File: src/dti_pkg.sv
`default_nettype none

package dti_pkg;

    localparam int NODE_COUNT    = 1024;
    localparam int FEATURE_COUNT = 256;
    localparam int MAX_STEPS     = 1023;

    localparam int MODE_W  = 2;
    localparam int NODE_W  = 10;
    localparam int FEAT_W  = 8;
    localparam int WORD_W  = 64;
    localparam int VALUE_W = 32;
    localparam int STEP_W  = 10;

    localparam int NODE_AW    = $clog2(NODE_COUNT);
    localparam int FEAT_AW    = $clog2(FEATURE_COUNT);
    localparam int STEP_CNT_W = $clog2(MAX_STEPS + 1);

    typedef logic [MODE_W-1:0] mode_t;

    localparam mode_t MODE_NODE    = 2'd0;
    localparam mode_t MODE_FEATURE = 2'd1;
    localparam mode_t MODE_WALK    = 2'd2;

    typedef struct packed {
        mode_t                      mode;
        logic [NODE_W-1:0]          node_index;
        logic [NODE_W-1:0]          left_child;
        logic [NODE_W-1:0]          right_child;
        logic [FEAT_W-1:0]          feature_index;
        logic [WORD_W-1:0]          split_word;
        logic signed [VALUE_W-1:0]  feature_value;
        logic                       ordered;
    } cmd_t;

    typedef struct packed {
        logic [NODE_W-1:0] left_child;
        logic [NODE_W-1:0] right_child;
        logic [FEAT_W-1:0] feature_index;
        logic [WORD_W-1:0] split_word;
    } node_entry_t;

    typedef struct packed {
        logic                      ordered;
        logic signed [VALUE_W-1:0] value;
    } feat_entry_t;

    typedef enum logic [1:0] {
        ST_IDLE,
        ST_NODE,
        ST_FEAT,
        ST_RESULT
    } walk_state_t;

    // An ordered feature goes left when value <= threshold. A categorical
    // feature goes left unless its level lies in 1..64 and the matching
    // mask bit is set.
    function automatic logic goes_left(input logic ordered,
                                       input logic [VALUE_W-1:0] value,
                                       input logic [WORD_W-1:0] word);
        logic [15:0] level;
        logic [5:0]  bit_sel;
        logic        result;
        level   = value[31:16];
        bit_sel = 6'(level - 16'd1);
        if (ordered)
        begin
            result = ($signed(value) <= $signed(word[31:0]));
        end
        else if (value[31] || level == 16'd0 || level > 16'd64)
        begin
            result = 1'b1;
        end
        else
        begin
            result = ~word[bit_sel];
        end
        return result;
    endfunction

endpackage

`default_nettype wire

File: src/dti_ifs.sv
`default_nettype none

interface dti_item_if import dti_pkg::*; ();
    logic                      valid;
    logic                      ready;
    logic [MODE_W-1:0]         mode;
    logic [NODE_W-1:0]         node_index;
    logic [NODE_W-1:0]         left_child;
    logic [NODE_W-1:0]         right_child;
    logic [FEAT_W-1:0]         feature_index;
    logic [WORD_W-1:0]         split_word;
    logic signed [VALUE_W-1:0] feature_value;
    logic                      ordered;

    modport source (
        output valid, mode, node_index, left_child, right_child,
               feature_index, split_word, feature_value, ordered,
        input  ready
    );

    modport sink (
        input  valid, mode, node_index, left_child, right_child,
               feature_index, split_word, feature_value, ordered,
        output ready
    );
endinterface


`default_nettype wire

File: src/dti_front.sv
`default_nettype none

module dti_front import dti_pkg::*; (
    input  wire logic clk,
    input  wire logic rst_n,
    dti_item_if.sink  item,
    output cmd_t      cmd,
    output logic      cmd_valid,
    input  wire logic cmd_ready
);

    cmd_t       queue_reg [2];
    logic       wr_ptr_reg, wr_ptr_next;
    logic       rd_ptr_reg, rd_ptr_next;
    logic [1:0] count_reg, count_next;
    logic       keep;
    logic       push;
    logic       pop;
    cmd_t       incoming;

    assign incoming = '{
        mode:          item.mode,
        node_index:    item.node_index,
        left_child:    item.left_child,
        right_child:   item.right_child,
        feature_index: item.feature_index,
        split_word:    item.split_word,
        feature_value: item.feature_value,
        ordered:       item.ordered
    };

    // Writes beyond the stores and the unused mode are dropped here.
    always_comb
    begin
        unique case (item.mode)
            MODE_NODE:    keep = (32'(item.node_index) < NODE_COUNT);
            MODE_FEATURE: keep = (32'(item.feature_index) < FEATURE_COUNT);
            MODE_WALK:    keep = 1'b1;
            default:      keep = 1'b0;
        endcase
    end

    assign item.ready = (count_reg != 2'd2);
    assign push       = item.valid && item.ready && keep;
    assign cmd_valid  = (count_reg != 2'd0);
    assign cmd        = queue_reg[rd_ptr_reg];
    assign pop        = cmd_valid && cmd_ready;

    always_comb
    begin
        wr_ptr_next = push ? ~wr_ptr_reg : wr_ptr_reg;
        rd_ptr_next = pop ? ~rd_ptr_reg : rd_ptr_reg;
        count_next  = count_reg + {1'b0, push} - {1'b0, pop};
    end

    always_ff @(posedge clk or negedge rst_n)
    begin
        if (!rst_n)
        begin
            wr_ptr_reg <= 1'b0;
            rd_ptr_reg <= 1'b0;
            count_reg  <= 2'd0;
        end
        else
        begin
            wr_ptr_reg <= wr_ptr_next;
            rd_ptr_reg <= rd_ptr_next;
            count_reg  <= count_next;
        end
    end

    always_ff @(posedge clk)
    begin
        if (push)
        begin
            queue_reg[wr_ptr_reg] <= incoming;
        end
    end

endmodule

`default_nettype wire

File: src/flat_wrapper.sv
// flat-port wrapper written by rule: the top's interface ports become plain ports
module dti_front_flat import dti_pkg::*;
  (clk, rst_n, cmd, cmd_valid, cmd_ready, item_valid, item_mode, item_node_index, item_left_child, item_right_child, item_feature_index, item_split_word, item_feature_value, item_ordered, item_ready);
  dti_item_if item_i ();
  input  wire logic clk;
  input  wire logic rst_n;
  output cmd_t cmd;
  output logic cmd_valid;
  input  wire logic cmd_ready;
  input wire logic [$bits(item_i.valid)-1:0] item_valid;
  input wire logic [$bits(item_i.mode)-1:0] item_mode;
  input wire logic [$bits(item_i.node_index)-1:0] item_node_index;
  input wire logic [$bits(item_i.left_child)-1:0] item_left_child;
  input wire logic [$bits(item_i.right_child)-1:0] item_right_child;
  input wire logic [$bits(item_i.feature_index)-1:0] item_feature_index;
  input wire logic [$bits(item_i.split_word)-1:0] item_split_word;
  input wire logic [$bits(item_i.feature_value)-1:0] item_feature_value;
  input wire logic [$bits(item_i.ordered)-1:0] item_ordered;
  output wire logic [$bits(item_i.ready)-1:0] item_ready;
  assign item_i.valid = item_valid;
  assign item_i.mode = item_mode;
  assign item_i.node_index = item_node_index;
  assign item_i.left_child = item_left_child;
  assign item_i.right_child = item_right_child;
  assign item_i.feature_index = item_feature_index;
  assign item_i.split_word = item_split_word;
  assign item_i.feature_value = item_feature_value;
  assign item_i.ordered = item_ordered;
  assign item_ready = item_i.ready;
  dti_front u_core (.clk(clk), .rst_n(rst_n), .item(item_i), .cmd(cmd), .cmd_valid(cmd_valid), .cmd_ready(cmd_ready));
endmodule
File: config.mk
export PLATFORM = sky130hd
export DESIGN_NAME = dti_front_flat
export DESIGN_NICKNAME = d
export VERILOG_FILES = /design/src/dti_pkg.sv /design/src/dti_ifs.sv /design/src/dti_front.sv /design/src/flat_wrapper.sv
export SDC_FILE = /design/constraint.sdc
export NUM_CORES = 1
export LEC_CHECK = 0
export BUFFER_PORTS_ARGS = -buffer_cell sky130_fd_sc_hd__buf_4
export CORE_MARGIN = 2
export CORE_UTILIZATION = 29
export CTS_CLUSTER_DIAMETER = 120
export CTS_CLUSTER_SIZE = 12
export DETAILED_ROUTE_END_ITERATION = 16
export GPL_TIMING_DRIVEN = 1
export PLACE_DENSITY_LB_ADDON = 0.25
export SYNTH_ARGS = -nofsm -noshare
export SYNTH_HDL_FRONTEND = slang
export SYNTH_SLANG_ARGS = --single-unit
File: constraint.sdc
create_clock -name clk -period 11.1 [get_ports clk]
set_input_delay 1.11 -clock clk [delete_from_list [all_inputs] [get_ports clk]]
set_output_delay 1.11 -clock clk [all_outputs]
set_load 0.03 [all_outputs]
# After elaboration in Yosys (flattened, before gate mapping)
# Memory sizes are Yosys's and may differ from the RTL's.
# Cells that the tools add are included.
totals:
  regBits: 4
  latch_bits: 0
  mem_bits_rw: 274
  rom_bits: 0
  inputBits: 141
  out_inout_bits: 139
  elab_cells: 20
  mem_count: 1
op_classes:
  addsub: 2
  mul: 0
  n_div: 0
  n_lt_le_gt_ge: 0
  n_eq_ne: 3
  shift: 0
  muxes: 3
  bitwise_logic: 2
  reduce_logical: 6
memory_table:
  columns: ["memory", "depth", "word_bits", "rd", "rd_ports_with_merged_regs", "wr", "line_no", "rtl"]
  rows:
  - ["u_core.queue_reg", 2, 137, 1, 0, 1, "dti_front.sv:12", "cmd_t queue_reg [2];"]
ops:
  columns: ["op", "count"]
  rows:
  - ["$logic_and 1x1->1", 3]
  - ["$mux 1", 3]
  - ["$reduce_or 3->1", 1]
  - ["$add 2x1->2", 1]
  - ["$eq 2x1->1 const B", 1]
  - ["$eq 2x2->1 const B", 1]
  - ["$logic_not 2->1", 1]
  - ["$ne 2x2->1 const B", 1]
  - ["$not 1->1", 2]
  - ["$reduce_bool 2->1", 1]
  - ["$sub 2x1->2", 1]

# Logic depth before layout (Yosys ltp)
# Gate-level depths: netlist of run 1.
depth:
  depth_word: 6
  depth_mapped: 5
  depth_no_buf: 5

# Worst setup path after synthesis of run 1
# Ideal clock, no wire load.
synth_timing:
  path_type: "input -> register"
  startpoint: "input item_mode[1]"
  endpoint: "memory u_core.queue_reg[0][0] (netlist name) (enable)"
  setup_time_ns: 0.636
  t_arrival_ns: 7.077
  required_ns: 10.464
  path_slack_ns: 3.387
  path_stages: 3
  n_path_buf: 0
  path_cell_list: "nand2_1 nand3_1 nor2_1"
synth_via:
  elab_chain_len: 6
  word_cells_on_any_way: 8
  classes_between: "2 x eq/ne; 3 x mux; 3 x reduce/logical"
synth_lines:
  columns: ["element", "line_no", "rtl"]
  rows:
  - ["start, declared", "flat_wrapper.sv:11", "input wire logic [$bits(item_i.mode)-1:0] item_mode;"]
  - ["$eq 2x1->1, or another cell as far along", "dti_front.sv:35", "unique case (item.mode)"]
  - ["$reduce_or 3->1 (no line) (*)", null, null]
  - ["$mux 1 (*)", "dti_front.sv:35", null]
  - ["$logic_and 1x1->1 (*)", "dti_front.sv:44", "assign push = item.valid && item.ready && keep;"]
  - ["$mux 1 (*)", "dti_front.sv:74", "if (push)"]
  - ["$mux 1 (implied by the code) (*)", "dti_front.sv:76", "queue_reg[wr_ptr_reg] <= incoming;"]
  - ["end, declared", "dti_front.sv:12", null]
# Mark *: on every way between the ends. The rest lies on a longest branch, timed or not.

==> results.yml, run 1 <==
place:
  place_congestion: 0.6823
  placed_area_um2: 12700
  dp.cells: 1170
  dp_hpwl_um: 13240
  io_buffers: 279
cells_and_area:
  diodes: 0
  fin_area_um2: 13440
  finalNonFillerCells: 1210
  fin_nets: 886
  fill_cells: 3194
  largest_register_ffs: 274
  drive_gt1_share_pct: 60.13
  area_growth_pct: 32.49
logic_synthesis:
  synthTopCellsByArea: "edfxtp_1 (81%), mux2_2 (15%), buf_6 (1.6%)"
  syn_avg_cell_area_um2: 22.74
  synth_top_cell_area_share_pct: 81.14
  synthAdderAreaFrac_pct: 0.1234
  netlist_area_um2: 10140
  synth_nets: 588
  synth_xor_area_share_pct: 0.4318
  yosys_warnings: 0
  yosysTopAreaCell: "edfxtp_1"
  synth_seq_cells: 278
  synth.mux.area_fraction_pct: 15.21
  synth-simple-area-share_pct: 0.4318
  yosysSeqAreaShare_pct: 82.12
  synth_compound_area_share_pct: 0
  synth_cells: 446
  synth_top_family_by_area: "multiplexers"
  synth_cell_types: 16
drt:
  drc: 0
  ant_nets: 0
  routed-via-count: 5059
  wl_per_cell_um: 17.11
  wl_um: 20710
  dr.pass1.iters: 6
  vias_per_cell: 4.181
  drt_iter0_markers: 218
die:
  io_pins: 280
  chipWidth_um: 191
  initial_utilization_pct: 29.43
  std_cell_rows: 68
  coreArea_um2: 34460
  dieArea_um2: 36480
  die_y_um: 191
timing:
  slew_violations: 0
  fin_crit_ns: 4.269
  maxSlewHeadroom_pct: 28.69
  rsz0062_at_grt: "false"
  worst_slew_pin_slew_ns: 1.070
  fin_crit_sh_pct: 38.46
  finClkSkew_ns: 0.02448
  hold_slack_ns: 0.3559
  final-setup-viol-count: 0
  fmax_mhz: 234.2
  tns_ns: 0
  hold_violations: 0
global_routing:
  grt_pass1_wl_um: 30370
  grt-ovfl-total: 0
  grt_max_degree: 72
  groute.usage.overall_pct: 10.83
  antenna_found_initial: 0
  grt_pass1_vias: 5261
clock_network:
  path_clk_slew_ns: 0.06
  htreeDepth: 1
  hold_buffers: 0
  cts_max_path_buffers: 3
  cts_buffers: 27
  clock_latency_ns: 0.54
  cts_tree: "yes"
  clock-root-buffer: "clkbuf_16"
  cts-resized-gates: 0
  postCtsSetupBuffers: 0
  clkSinkCount: 278
flow_run:
  max_cap_viol_count: 0
power:
  ir_worst_vdd_mv: 0.1671
  leakagePower_uw: 0.004884
  powerDensity_nw_per_um2: 264.8
setup_path:
  end_kind: "output pin"
  critPathArrivalTime_ns: 3.16
  critPathKind: "reg2out"
  worstPathMaxFanout: 71
  worstPathRequired_ns: 9.99
  start_kind: "flop"
status:
  status: "complete, no violations"
hold_path:
  hold_path_class: "in2async"
cell usage in the layout (no fill, tap or decap):
master | netlist | final
dfrtp_1 | 4 | 3
nor2_4 | 0 | 2
buf_4 | 0 | 284
inv_6 | 0 | 1
and2_1 | 1 | 1
xnor2_1 | 2 | 2
nand2b_1 | 1 | 1
ha_1 | 1 | 1
clkbuf_16 | 0 | 27
clkbuf_1 | 0 | 11
xor2_1 | 3 | 3
nand3_1 | 1 | 1
dfrtp_4 | 0 | 1
nand2_1 | 1 | 1
edfxtp_1 | 274 | 274
nand4b_1 | 1 | 1
mux2_2 | 137 | 137
inv_1 | 2 | 2
or2_2 | 1 | 1
inv_8 | 0 | 1
stage by stage:
stage               worst slack (ns)  util [%]  power (uW)
CTS                            6.672     38.99        3627
floorplan                      3.387         -        2394
detailed placement             7.273     36.85        2809
global route                   6.583     38.99        3724
finish                         6.831     38.99        3558
global placement               7.249     36.85        2810
cells in the mapped netlist:
| library cell | count |
|---|---|
| edfxtp_1 | 274 |
| mux2_2 | 137 |
| buf_6 | 14 |
| dfrtp_1 | 4 |
| xor2_1 | 3 |
| inv_1 | 2 |
| nor2_1 | 2 |
| xnor2_1 | 2 |
| and2_1 | 1 |
| buf_2 | 1 |
| ha_1 | 1 |
| nand2_1 | 1 |
| nand2b_1 | 1 |
| nand3_1 | 1 |
| nand4b_1 | 1 |
| or2_2 | 1 |
kinds of logic (layout without fill, tap and decap cells):
family,after synthesis,after routing
flip-flops,278,278
AND/OR/NAND/NOR,8,8
adder cells (fa/ha/maj),1,1
buffers and inverters,17,326
XOR/XNOR,5,5
multiplexers,137,137
critical path, cell delays in order (launching register included):
cell     delay [ns]
dfrtp_4        1.09
buf_4          0.87
mux2_2         0.44
buf_4          0.18
final timing paths:
path,start,to,slack (ns),depth (start not counted)
hold reg to reg,u_core.wr_ptr_reg$_DFFE_PN0P_,u_core.wr_ptr_reg$_DFFE_PN0P_,0.56,1
setup / recovery,u_core.rd_ptr_reg$_DFFE_PN0P_,cmd[132],6.83,3
max in group asynchronous,rst_n,u_core.rd_ptr_reg$_DFFE_PN0P_,10.63,1
min in group clk,u_core.wr_ptr_reg$_DFFE_PN0P_,u_core.wr_ptr_reg$_DFFE_PN0P_,0.56,1
setup reg to reg,u_core.count_reg[1]$_DFF_PN0_,u_core.queue_reg[0][100]$_DFFE_PP_,8.53,4
hold / removal,rst_n,u_core.count_reg[0]$_DFF_PN0_,0.36,1
power breakdown:
group,internal [uW],total [uW],switching [uW]
registers,1380,1470,91.0
logic,525,1290,766
clock network,444,799,355
total,2350,3560,1210
routing by layer:
metal	up-vias	track usage, %	part of all wire [%]
met3	27	3.488	8.3
met1	2497	13.62	42
li1	2358	-	-
met2	177	17.92	48
met5	-	0	0
met4	0	3.011	2.5
layout make-up:
class	instances	area [um^2]	area share (%)
tap	455	569.3	4.237
multi-input combinational	151	1658	12.34
sequential	278	8332	62.01
clock inverter	2	20.02	0.1490
timing repair buffer	284	2132	15.87
inverter	2	7.507	0.05588
clock buffer	38	716.9	5.336
Power figures use the tool's default switching activity.
==> run 2: changes to the inputs <==
clock period = 4.5 ns   (was 11.1 ns; I/O delays follow)
==> results.yml, run 2 (synthesis gave the netlist of run 1 again) <==
cells_and_area:
  final_common_cell: "buf_4"
  postLayoutCoreUtil_pct: 39.10
  final_cell_mix: "buf_4 (285), edfxtp_1 (274), mux2_2 (137), clkbuf_16 (27), clkbuf_1 (11)"
  fin_area_um2: 13470
  largest_register_ffs: 274
  finalNonFillerCells: 1213
  diodes: 0
  fill_cells: 3234
  drive_gt1_share_pct: 60.16
  fin_nets: 889
  area_growth_pct: 32.86
setup_path:
  crit_path_end: "cmd[79]"
  critPathLaunch: "u_core.rd_ptr_reg$_DFFE_PN0P_"
  start_kind: "flop"
  reg2regPathDepth: 4
  worstPathRequired_ns: 4.05
  reg2reg_from: "u_core.count_reg[1]$_DFF_PN0_"
  critPathKind: "reg2out"
  r2r_slack_ns: 2.17
  r2r-end: "u_core.queue_reg[0][106]$_DFFE_PP_"
  end_kind: "output pin"
  worstPathMaxFanout: 66
  critPathArrivalTime_ns: 2.61
die:
  initial_utilization_pct: 29.43
  dieArea_um2: 36480
  coreArea_um2: 34460
  die_y_um: 191
  io_pins: 280
  std_cell_rows: 68
  chipWidth_um: 191
power:
  combPwrFrac_pct: 36.8
  netSwitchingFraction_pct: 34.28
  clock_power_share_pct: 22.6
  intPower_uw: 5800
  powerDensity_nw_per_um2: 655.1
  ir_worst_vdd_mv: 0.3763
  pwr-share-seq_pct: 40.6
  leakagePower_uw: 0.004903
  p_switching_uw: 3026
clock_network:
  cts_buffers: 27
  htreeDepth: 1
  cts_max_path_buffers: 3
  path_clk_slew_ns: 0.06
  postCtsSetupBuffers: 0
  clock-root-buffer: "clkbuf_16"
  clkSinkCount: 278
  clock_latency_ns: 0.54
  cts_tree: "yes"
drt:
  dr.pass1.iters: 4
  drc: 0
  wl_per_cell_um: 17.27
  routed-via-count: 5101
  drt_iter0_markers: 193
  ant_nets: 0
  vias_per_cell: 4.205
  wl_um: 20950
timing:
  fin_crit_sh_pct: 68.08
  worst_slack_ns: 1.437
  final-setup-viol-count: 0
  tns_ns: 0
  worst_slew_pin_slew_ns: 1.064
  rsz0062_at_grt: "false"
  slew_violations: 0
  maxSlewHeadroom_pct: 29.07
  fin_crit_ns: 3.063
  finClkSkew_ns: 0.01995
  hold_violations: 0
  fmax_mhz: 326.4
flow_run:
  max_cap_viol_count: 0
status:
  status: "complete, no violations"
global_routing:
  grt-ovfl-total: 0
  grt_max_degree: 73
  groute.usage.overall_pct: 11.00
  grt_pass1_wl_um: 30570
  grt_pass1_vias: 5407
  antenna_found_initial: 0
place:
  io_buffers: 279
  dp.cells: 1172
  placed_area_um2: 12730
  dp_hpwl_um: 13310
  dp_slack_ns: 1.967
  place_congestion: 0.6656
hold_path:
  hold_path_class: "in2reg"
-- run 2: changes by cell type in the layout (fill, tap and decap cells not counted), sizes merged --
cell / delta
buf: +2
dlygate4sd3: +1
-- run 2: power by group through the flow --
stage	Clock (uW)	Sequential (uW)	Combinational, uW
5_1_grt	2160	3640	3430
3_5_place_dp	0	3650	3310
6_report	1990	3590	3240
3_3_place_gp	0	3640	3330
2_1_floorplan	0	3570	2290
4_1_cts	2080	3600	3330
-- run 2: critical path, cell delays in order, from the launching register on --
cell and delay, ns:
dfrtp_4 0.91, buf_12 0.39, mux2_2 0.40, buf_4 0.17
-- run 2: repair_timing --
action / 4_1_cts / 5_1_grt
resized for setup: 0 / 0
hold buffers: 1 / 0
hold endpoints to repair: 4 / 0
-- run 2: per-layer routing --
layer / vias to the layer above / global-route usage [%] / share of wire [%]
li1: 2361 / - / -
met4: 0 / 3.429 / 2.7
met3: 41 / 4.718 / 10
met5: - / 0 / 0
met1: 2523 / 13.01 / 40
met2: 176 / 18.07 / 47
-- run 2: area by class of cell --
type / instances / area (um^2) / share of cell area, %
inverter: 2 / 7.507 / 0.05572
clock inverter: 2 / 20.02 / 0.1486
sequential: 278 / 8332 / 61.84
clock buffer: 38 / 716.9 / 5.321
tap: 455 / 569.3 / 4.225
multi-input combinational: 151 / 1658 / 12.30
timing repair buffer: 287 / 2170 / 16.10
-- run 2: through the flow --
stage,power [uW],hold WS (ns)
2_1_floorplan,5856,0.1544
3_3_place_gp,6964,0.2533
3_5_place_dp,6968,0.2502
4_1_cts,9011,0.04382
5_1_grt,9241,0.04811
6_report,8826,0.08354
-- run 2: worst min path at each step --
| stage | from | to | cells past startpoint |
|---|---|---|---|
| 2_1_floorplan | rst_n | u_core.count_reg[0]$_DFF_PN0_ | 0 |
| 3_3_place_gp | rst_n | u_core.count_reg[0]$_DFF_PN0_ | 1 |
| 3_5_place_dp | rst_n | u_core.rd_ptr_reg$_DFFE_PN0P_ | 1 |
| 4_1_cts | item_feature_value[29] | u_core.queue_reg[1][30]$_DFFE_PP_ | 1 |
| 5_1_grt | item_split_word[46] | u_core.queue_reg[0][79]$_DFFE_PP_ | 1 |
| 6_report | item_split_word[50] | u_core.queue_reg[0][83]$_DFFE_PP_ | 1 |
==> run 3: changes to the inputs <==
clock period = 3.1 ns   (was 4.5 ns; I/O delays follow)
==> results.yml, run 3 (synthesis gave the netlist of run 1 again) <==
timing:
  final-setup-viol-count: 0
  slew_violations: 0
  hold_violations: 0
  tns_ns: 0
  finClkSkew_ns: 0.02370
  fmax_mhz: 388.8
  maxSlewHeadroom_pct: 58.60
  fin_crit_ns: 2.572
  worst_slew_pin_slew_ns: 0.6195
  rsz0062_at_grt: "false"
  fin_crit_sh_pct: 82.96
place:
  place_congestion: 0.6747
  io_buffers: 279
  dp.cells: 1179
  dp_hpwl_um: 14090
  placed_area_um2: 12890
clock_network:
  clock_latency_ns: 0.54
  cts_tree: "yes"
  clock-root-buffer: "clkbuf_16"
  htreeDepth: 1
  path_clk_slew_ns: 0.06
  cts_max_path_buffers: 3
  cts-resized-gates: 0
  clkSinkCount: 278
  cts_buffers: 27
cells_and_area:
  final_common_cell: "buf_4"
  diodes: 0
  fin_nets: 1033
  finalNonFillerCells: 1357
  fin_area_um2: 15000
  area_growth_pct: 47.96
  drive_gt1_share_pct: 51.55
  final_cell_mix: "buf_4 (285), edfxtp_1 (274), dlygate4sd3_1 (138), mux2_2 (137), clkbuf_16 (27)"
  largest_register_ffs: 274
global_routing:
  grt_max_degree: 71
  grt_pass1_wl_um: 32730
  antenna_found_initial: 0
  groute.usage.overall_pct: 11.49
  grt-ovfl-total: 0
  grt_pass1_vias: 6068
drt:
  wl_per_cell_um: 16.27
  drt_iter0_markers: 204
  dr.pass1.iters: 4
  drc: 0
  wl_um: 22090
  routed-via-count: 5615
  vias_per_cell: 4.138
  ant_nets: 0
power:
  p_switching_uw: 4461
  leakagePower_uw: 0.005545
  powerDensity_nw_per_um2: 873.1
  combPwrFrac_pct: 38.6
  netSwitchingFraction_pct: 34.05
  finalPower_uw: 13100
  clock_power_share_pct: 22.0
  pwr-share-seq_pct: 39.4
  ir_worst_vdd_mv: 0.5225
  intPower_uw: 8640
setup_path:
  critPathLaunch: "u_core.rd_ptr_reg$_DFFE_PN0P_"
  start_kind: "flop"
  critPathKind: "reg2out"
  worstPathRequired_ns: 2.79
  critPathArrivalTime_ns: 2.26
  worstPathMaxFanout: 43
  reg2regPathDepth: 4
  end_kind: "output pin"
  reg2reg_from: "u_core.count_reg[1]$_DFF_PN0_"
  r2r-end: "u_core.queue_reg[0][41]$_DFFE_PP_"
  r2r_slack_ns: 1.23
hold_path:
  hold_end: "u_core.rd_ptr_reg$_DFFE_PN0P_"
  hold_path_class: "in2reg"
  hp-start: "cmd_ready"
  worstHoldPathCells: 3
die:
  initial_utilization_pct: 29.43
  coreArea_um2: 34460
  dieArea_um2: 36480
  io_pins: 280
  chipWidth_um: 191
  std_cell_rows: 68
  die_y_um: 191
flow_run:
  max_cap_viol_count: 0
status:
  status: "complete, no violations"
[run 3: cell count changes in the layout (fill, tap and decap cells not counted)]
cell | before | now
dlygate4sd3_1 | 1 | 138
buf_12 | 1 | 8
nand2b_1 | 1 | 0
nand2b_4 | 0 | 1
nand3_1 | 1 | 0
nand3_4 | 0 | 1
[run 3: how the worst max path moves through the flow]
stage          cells after the start                           endpoint  slack [ns]
2_1_floorplan                      3   u_core.queue_reg[0][0]$_DFFE_PP_       -0.07
3_3_place_gp                       3                            cmd[78]        1.05
3_5_place_dp                       5  u_core.queue_reg[0][41]$_DFFE_PP_        1.05
4_1_cts                            3                            cmd[78]        0.45
5_1_grt                            3                            cmd[17]        0.41
6_report                           3                            cmd[17]        0.53
[run 3: cell type report]
| type | instances | area, um^2 |
|---|---|---|
| flip-flops and latches | 278 | 8332 |
| inverters | 2 | 7.507 |
| well taps | 455 | 569.3 |
| clock buffers | 38 | 716.9 |
| clock inverters | 2 | 20.02 |
| repair buffers | 431 | 3681 |
| fillers | 3085 | 19450 |
| multi-input cells | 151 | 1678 |
[run 3: power by group through the flow]
stage               Combinational (uW)  Clock, uW  Sequential, uW
floorplan                         3340          0            5140
global placement                  5000          0            5220
detailed placement                5000          0            5250
CTS                               5160       3000            5170
global route                      5350       3140            5220
finish                            5060       2890            5160
[run 3: metrics by stage]
step / utilization, % / worst slack, ns / hold WS [ns]
after detailed placement: 37.40 / 1.048 / 0.1134
after global routing: 43.54 / 0.4084 / 0.1003
final: 43.54 / 0.5281 / 0.1021
after global placement: 37.40 / 1.047 / 0.1110
after floorplan: - / -0.07028 / 0.01441
after CTS: 43.54 / 0.4483 / 0.07023
[run 3: metal layers]
metal / vias up / routed length [um] / GRT usage (%)
li1: 2652 / - / -
met1: 2745 / 9284 / 14.32
met2: 187 / 10580 / 19.37
met3: 31 / 1690 / 3.543
met4: 0 / 533 / 2.952
met5: - / 0 / 0
[run 3: what timing repair did]
action / 4_1_cts / 5_1_grt
setup buffers: 0 / 0
hold endpoints to repair: 278 / 0
setup endpoints to repair: 0 / 0
hold buffers: 138 / 0
[run 3: worst max-delay path, stage by stage (launching register included)]
cell and delay (ns):
dfrtp_4 0.80, buf_12 0.32, mux2_2 0.39, buf_4 0.17
